==> src/hw/rtl/csc_pkg.sv <==
// csc_pkg: shared types and constants for the color space converter
// no dependencies
package csc_pkg;

	localparam int NUM_W   = 25;
	localparam int DEN_W   = 15;
	localparam int QUO_W   = 16;
	localparam int LANES   = 4;

	typedef enum logic [2:0] {
		MODE_NORM = 3'd0,
		MODE_HSV  = 3'd1,
		MODE_CMYK = 3'd2,
		MODE_RGB  = 3'd3,
		MODE_GRAY = 3'd4
	} mode_t;

	// operands of one pixel handed to the divider lanes
	typedef struct packed {
		logic [LANES-1:0][NUM_W-1:0] num;
		logic [LANES-1:0][DEN_W-1:0] den;
		logic                        status;
	} oper_t;

endpackage

==> src/hw/rtl/csc_div_lane.sv <==
// csc_div_lane: restoring divider, one quotient bit per pipeline stage
// depends on csc_pkg
module csc_div_lane import csc_pkg::*; (
	input  logic                 clk,
	input  logic [QUO_W-1:0]     en,
	input  logic [NUM_W-1:0]     num,
	input  logic [DEN_W-1:0]     den,
	output logic [QUO_W-1:0]     quo
);

	logic [DEN_W-1:0] rem_s [QUO_W];
	logic [NUM_W-1:0] num_s [QUO_W];
	logic [DEN_W-1:0] den_s [QUO_W];
	logic [QUO_W-1:0] quo_s [QUO_W];

	for (genvar j = 0; j < QUO_W; j++) begin : g_stage
		logic [DEN_W-1:0] rem_in;
		logic [NUM_W-1:0] num_in;
		logic [DEN_W-1:0] den_in;
		logic [QUO_W-1:0] quo_in;
		logic [DEN_W:0]   trial;
		logic             take;

		if (j == 0) begin : g_first
			// top numerator bits are below the divisor since the quotient fits
			assign rem_in = DEN_W'(num[NUM_W-1:QUO_W]);
			assign num_in = num;
			assign den_in = den;
			assign quo_in = '0;
		end else begin : g_next
			assign rem_in = rem_s[j-1];
			assign num_in = num_s[j-1];
			assign den_in = den_s[j-1];
			assign quo_in = quo_s[j-1];
		end

		assign trial = {rem_in, num_in[QUO_W-1-j]};
		assign take  = trial >= {1'b0, den_in};

		always_ff @(posedge clk) begin
			if (en[j]) begin
				rem_s[j] <= take ? DEN_W'(trial - {1'b0, den_in}) : DEN_W'(trial);
				num_s[j] <= num_in;
				den_s[j] <= den_in;
				quo_s[j] <= {quo_in[QUO_W-2:0], take};
			end
		end
	end

	assign quo = quo_s[QUO_W-1];

endmodule
==> config.mk <==
export PLATFORM = sky130hd
export DESIGN_NAME = csc_div_lane
export DESIGN_NICKNAME = d
export VERILOG_FILES = /design/src/hw/rtl/csc_pkg.sv /design/src/hw/rtl/csc_div_lane.sv
export SDC_FILE = /design/constraint.sdc
export NUM_CORES = 1
export LEC_CHECK = 0
export BUFFER_PORTS_ARGS = -buffer_cell sky130_fd_sc_hd__buf_2
export CAP_MARGIN = 20
export CORE_UTILIZATION = 57
export DETAILED_ROUTE_END_ITERATION = 12
export HOLD_SLACK_MARGIN = 0.06
export PLACE_DENSITY = 0.81
export SLEW_MARGIN = 20
export SYNTH_ARGS = -nofsm -noshare
export SYNTH_HDL_FRONTEND = slang
export SYNTH_SLANG_ARGS = --single-unit
==> constraint.sdc <==
create_clock -name clk -period 3.1 [get_ports clk]
set_input_delay 0.155 -clock clk [delete_from_list [all_inputs] [get_ports clk]]
set_output_delay 0.155 -clock clk [all_outputs]
set_load 0.01 [all_outputs]
# After elaboration in Yosys (flattened, before gate mapping)
# Memories as Yosys holds them, arrays and structs flattened.
# Cells that the tools add are included.
# totals
register_bits,0
n_memories,4
output_inout_bits,16
wordCells,84
rom_bits,0
ramBits,1136
in_bits,57
latch_bits,0
# mem_list
memory,depth,word_bits,rd,rd_clocked_by_memory_dff,write_ports,line,rtl
num_s,16,25,15,0,16,csc_div_lane.sv:12,logic [NUM_W-1:0] num_s [QUO_W];
quo_s,16,16,16,0,16,csc_div_lane.sv:14,logic [QUO_W-1:0] quo_s [QUO_W];
den_s,16,15,15,0,16,csc_div_lane.sv:13,logic [DEN_W-1:0] den_s [QUO_W];
rem_s,16,15,15,0,16,csc_div_lane.sv:11,logic [DEN_W-1:0] rem_s [QUO_W];
# classes
n_mul,0
add_sub_neg,16
n_reduce_logical,0
shift,0
n_eq_ne,0
n_bitwise,0
order_cmp,16
mux,48
n_div,0
# op_table
cell,n
greater-or-equal comparator 16 x 15 -> 1 bit,15
2-to-1 mux 15 bit,16
subtractor 15 bit,15
2-to-1 mux 1 bit,32
greater-or-equal comparator 10 x 15 -> 1 bit,1
subtractor 10 x 15 -> 15 bit,1

# Longest topological paths before layout
# Gate-level depths: netlist of the first run.
# An unclocked memory read counts as a cell.
# depth
word_depth,3
ltp_mapped,12
mapped_depth_nobuf,11

# Least setup slack after synthesis of the first run
# No wires, ideal clock.
# synth_path
path_kind,reg2reg
start,mem den_s[11][0] (netlist: den_s[1][45])
end,mem rem_s[12][14] (netlist: rem_s[1][74]) (data pin)
arrival_time_ps,2615
setup_ps,261
required_time_ps,2839
stages_incl_launch_ff,12
setup_slack_ps,224
period_less_slack_ps,2876
path_buffers,2
cell_sequence,edfxtp_1 ha_1 fa_1 and2b_1 nor3_2 o31ai_4 a211oi_2 a31o_2 and2_1 buf_6 buf_6 a221o_1
# synth_rtl
element,line
start: declaration,csc_div_lane.sv:13
end: declaration,csc_div_lane.sv:11

==> reports/metrics.cfg, run 1 <==
[status]
status = finished, final reports clean

[die]
initial_core_util = 0.5767
rows = 91
fp.dieW_um = 251.7
fp.coreArea_sq_um = 61600
dieArea_sq_um = 63330
ios = 73
die_height_um = 251.7

[sta]
fmax_mhz = 337.1
finalHoldViolCount = 0
tightest_slew_ps = 1092
skew_ps = 18.69
maxSlewViolCount = 0
setup_violations = 0
rsz0062_at_grt = false
finalCriticalPeriod_ps = 2966
slew_headroom = 0.2720
tns_ps = 0
layout_worst_path_cycle_share = 0.9569

[grt]
grt_start_max_net_pins = 47
grt_util_all_layers = 0.2333
grt_pass1_wl_mm = 116.7
grt_pass1_vias = 22400
grt_overflow_total = 0
antenna_found_initial = 0

[clock_network]
htreeDepth = 3
cts_tree = built
root_buffer = clkbuf_16
cts_buffer_depth = 3
cts.clk_slew.worst_paths_ps = 60
cts_sinks = 706
clk_latency_ps = 610
cts_buffers = 73

[layout]
layout-drive-gt1-share = 0.1110
n_fill_cell = 4341
finalNetCount = 3311
design_area_sq_um = 40140
area_growth_pct = 12.99
final_cells = 3901
antennaDiodeCount = 0

[logic_synthesis]
async_flop_share = 0
synth_most_common_cell = edfxtp_1
syn-num-nets = 3134
netlist_area_sq_um = 35530
syn_area_per_cell_sq_um = 12.57
synthTopCellsByArea = edfxtp_1 (60%), ha_1 (8.3%), inv_1 (3.1%)
synth_seq_cells = 706
yosys-top-cells-count = edfxtp_1 (706), inv_1 (298), ha_1 (235)
yosysWarnings = 0
synth_edf_count = 706
ys_seq_area_frac = 0.5968
netlist_instances = 2827
synth.distinct_cells = 89
yosys_most_used_dff = edfxtp_1
synth_top_area_frac = 0.5968
netlist.top_cell.by_area = edfxtp_1

[placement]
gp_congestion = 0.9372
portBuffers = 72
place_inst = 3720
place_area_sq_um = 37010
place_hpwl_mm = 52.29

[route]
vias_per_cell = 5.795
dr.pass1.iters = 5
drc = 0
wl_mm = 73.90
wl_per_cell_um = 18.94
drt_iter0_drc = 1929
ant_nets = 0
num_vias = 22610

[power]
power_leakage_nw = 16.19
pwr_density_cell_nw_per_um2 = 964.4
peakVddDrop_mv = 0.6207

[critical_path]
worstPathRequired_ps = 3390
worstPathArrival_ps = 3260
criticalPathCategory = reg2reg
cp_max_fo = 9
critPathCaptureType = flip-flop
critPathLaunchType = flip-flop

[min_path]
hp-class = in2reg

[job]
cap_viol_max_count = 0

placed cells by master, fill, tap and decap left out, types with 58 or more instances in the layout:
cell type	n
a21o_1	71
edfxtp_1	706
buf_2	62
nor2_1	108
a21oi_1	133
inv_1	298
nand2_1	218
ha_1	235
clkbuf_16	79
o21a_1	58
o21ai_0	199
xnor2_1	79
routing by layer:
metal	global-route usage	vias up	share of wire
met5	0	-	0
met4	0.06585	0	0.027
met3	0.03301	151	0.044
met2	0.4159	657	0.51
met1	0.2960	10930	0.42
li1	-	10870	-
critical path: stages, from the launching register on:
cell      delay [ps]
edfxtp_1         350
inv_1            100
ha_1             210
fa_1             230
nor2b_1           60
o21a_1           180
o31ai_1          490
a31oi_1          230
nor3_2           220
buf_4            230
buf_4            170
o21ai_0          180
where the power goes:
group	switching, mW	leakage, nW	internal (mW)
sequential	1.14	6.91	13.4
clock	3.67	1.26	5.74
combinational	8.22	8.03	6.59
total	13.0	16.2	25.7
flip-flops by register name, summed over array words and instances (netlist names):
name / count
den_s: 225
num_s: 120
quo_s: 136
rem_s: 225
per-stage QoR:
step / hold WS (ps) / power [mW] / util / setup WS [ps]
2_1_floorplan: 253.9 / 25.19 / - / 224.1
3_3_place_gp: 332.9 / 28.55 / 0.6009 / 126.1
3_5_place_dp: 333.4 / 29.07 / 0.6009 / 88.81
4_1_cts: 229.8 / 38.67 / 0.6501 / 64.10
5_1_grt: 103.4 / 40.96 / 0.6516 / 13.28
6_report: 85.07 / 38.71 / 0.6516 / 133.7
kinds of logic after synthesis:
group / share of synthesized area
DFF: 0.5968
AOI/OAI and AO/OA: 0.1278
and+or+nand+nor: 0.08027
buffers and inverters: 0.03945
adders and majority gates: 0.09122
xor gates and xnor gates: 0.03328
muxes: 0.03117
layout make-up:
| class | instances | area (sq um) | share of cell area |
|---|---|---|---|
| multi-input combinational | 1766 | 12960 | 0.3229 |
| clock inverter | 48 | 603.1 | 0.01502 |
| sequential | 706 | 21200 | 0.5282 |
| clock buffer | 87 | 2007 | 0.05000 |
| timing repair buffer | 154 | 1184 | 0.02949 |
| tap | 837 | 1047 | 0.02609 |
| inverter | 303 | 1137 | 0.02834 |
path summary, 6_finish.rpt:
check | depth (start not counted) | slack [ps] | to | start
setup / recovery | 11 | 130 | rem_s[0][96] | num_s[0][134]
hold / removal | 1 | 90 | den_s[0][77] | en[5]
setup reg to reg | 11 | 130 | rem_s[0][96] | num_s[0][134]
hold reg to reg | 0 | 400 | quo_s[1][126] | quo_s[1][109]
what timing repair did:
| item | in CTS | in global routing |
|---|---|---|
| setup buffers | 0 | 2 |
| hold endpoints to repair | 83 | 19 |
| gates resized for setup | 0 | 6 |
| setup endpoints to repair | 0 | 32 |
| hold buffers | 42 | 1 |
No activity file was read; power rests on OpenSTA's default activity.
==> run 2: changes to the inputs <==
==> constraint.sdc (replaced) <==
create_clock -name clk -period 3.1 [get_ports clk]
set_input_delay 0.31 -clock clk [delete_from_list [all_inputs] [get_ports clk]]
set_output_delay 0.31 -clock clk [all_outputs]
set_load 0.01 [all_outputs]
==> reports/metrics.cfg, run 2 (synthesized netlist as in run 1, its figures left out) <==
[status]
status = finished, final reports clean

[critical_path]
worstPathArrival_ps = 3370  ; +110 ps
worstPathRequired_ps = 3470  ; +80 ps
critPathCaptureType = flip-flop
criticalPathCategory = reg2reg
critPathLaunchType = flip-flop
cp_max_fo = 15  ; +6

[sta]
setup_violations = 0  ; unchanged
tightest_slew_ps = 1075  ; -16.82 ps
skew_ps = 38.18  ; +19.49 ps
slew_headroom = 0.2833  ; +0.01121
finalCriticalPeriod_ps = 3003  ; +37.11 ps
layout_worst_path_cycle_share = 0.9689  ; +0.01197
fmax_mhz = 333.0  ; -1.2%
maxSlewViolCount = 0  ; unchanged
finalHoldViolCount = 0  ; unchanged

[power]
power_leakage_nw = 16.25  ; +0.34%
pwr_density_cell_nw_per_um2 = 976.8  ; +1.3%
peakVddDrop_mv = 0.5227  ; -16%
power.total_mw = 39.29  ; +1.5%

[route]
wl_mm = 74.64  ; +1.0%
num_vias = 22740  ; +0.57%
drc = 0  ; unchanged
wl_per_cell_um = 19.11  ; +0.87%
drt_iter0_drc = 1967  ; +2.0%
vias_per_cell = 5.821  ; +0.44%
dr.pass1.iters = 6  ; +1
ant_nets = 0  ; unchanged

[layout]
finalNetCount = 3314  ; +0.091%
antennaDiodeCount = 0  ; unchanged
layout_commonest_cell = edfxtp_1
final_cell_mix = edfxtp_1 (706), inv_1 (298), ha_1 (235), nand2_1 (218), o21ai_0 (199)
top_regs = den_s: 225 flops, rem_s: 225 flops, quo_s: 136 flops
finish.utilization = 0.6530  ; +0.001361
layout-drive-gt1-share = 0.1095  ; -0.001484
n_fill_cell = 4337  ; -0.092%
area_growth_pct = 13.22

[die]
die_height_um = 251.7  ; unchanged
fp.coreArea_sq_um = 61600  ; unchanged
ios = 73  ; unchanged
initial_core_util = 0.5767  ; unchanged
dieArea_sq_um = 63330  ; unchanged
rows = 91  ; unchanged
fp.dieW_um = 251.7  ; unchanged

[clock_network]
root_buffer = clkbuf_16
cts_buffer_depth = 3  ; unchanged
cts_sinks = 706  ; unchanged
cts_buffers = 76  ; +4.1%
cts.clk_slew.worst_paths_ps = 60  ; about the same
htreeDepth = 3  ; unchanged
clk_latency_ps = 630  ; +20 ps
cts_tree = built

[job]
cap_viol_max_count = 0  ; unchanged

[grt]
grt_start_max_net_pins = 47  ; unchanged
grt_pass1_wl_mm = 119.6  ; +2.4%
grt_util_all_layers = 0.2391  ; +0.005786
grt_overflow_total = 0  ; unchanged
antenna_found_initial = 0  ; unchanged
grt_pass1_vias = 23160  ; +3.4%

[placement]
gp_congestion = 0.9380  ; about the same
portBuffers = 72  ; unchanged
place_hpwl_mm = 54.13  ; +3.5%

[min_path]
hp-class = in2reg

-- run 2: what timing repair did --
| action | in CTS | in global routing |
|---|---|---|
| gates resized for setup | 0 | 3 |
| endpoints found under the hold margin | 48 | 0 |
| endpoints found under the setup margin | 0 | 19 |
| hold buffers | 40 | 0 |
| buffers inserted | 0 | 1 |
-- run 2: critical path: stages (launching register included) --
cell and delay (ps):
edfxtp_1 510, ha_1 440, o21ai_2 210, a21oi_2 90, a211o_1 320, nor3_2 240
o21ai_1 110, a211o_1 340, buf_12 170, mux2_4 320
-- run 2: routing by layer --
layer,GRT usage,part of all wire,vias to the layer above
met1,0.2896,0.40,11020
met5,0,0,-
met2,0.4331,0.52,650
met4,0.08328,0.031,0
li1,-,-,10890
met3,0.03570,0.045,178
-- run 2: report_power, final --
group	switching (mW)	leakage, nW	total, mW	internal (mW)
Sequential	1.18	6.91	14.5	13.4
Combinational	8.27	8.01	14.8	6.53
Clock	3.84	1.33	9.95	6.11
-- run 2: final cells by class --
class | instances | area, sq um | area share
sequential | 706 | 21200 | 0.5271
multi-input combinational | 1766 | 12940 | 0.3218
clock buffer | 87 | 1964 | 0.04884
inverter | 303 | 1137 | 0.02828
timing repair buffer | 154 | 1136 | 0.02825
tap | 837 | 1047 | 0.02604
clock inverter | 53 | 793.3 | 0.01972
-- run 2: path summary, 6_finish.rpt --
kind,startpoint,endpoint,slack (ps),cells past startpoint
min reg2reg,num_s[0][61],num_s[0][86],400,0
max,rem_s[1][38],rem_s[1][52],100,9
min,num[15],rem_s[0][0],80,3
max reg2reg,rem_s[1][38],rem_s[1][52],100,9
-- run 2: per-stage QoR --
step | area [sq um] | instances | setup WS (ps) | TNS (ps) | hold WS (ps)
2_1_floorplan | 35530 | 2827 | 224.1 | 0 | 400.3
3_3_place_gp | 37040 | 3725 | 170.8 | 0 | 400.5
4_1_cts | 40200 | 3905 | 26.73 | 0 | 64.89
6_report | 40220 | 3906 | 96.54 | 0 | 76.21
5_1_grt | 40220 | 3906 | -2.110 | -2.110 | 84.58
3_5_place_dp | 37040 | 3725 | 41.66 | 0 | 404.5
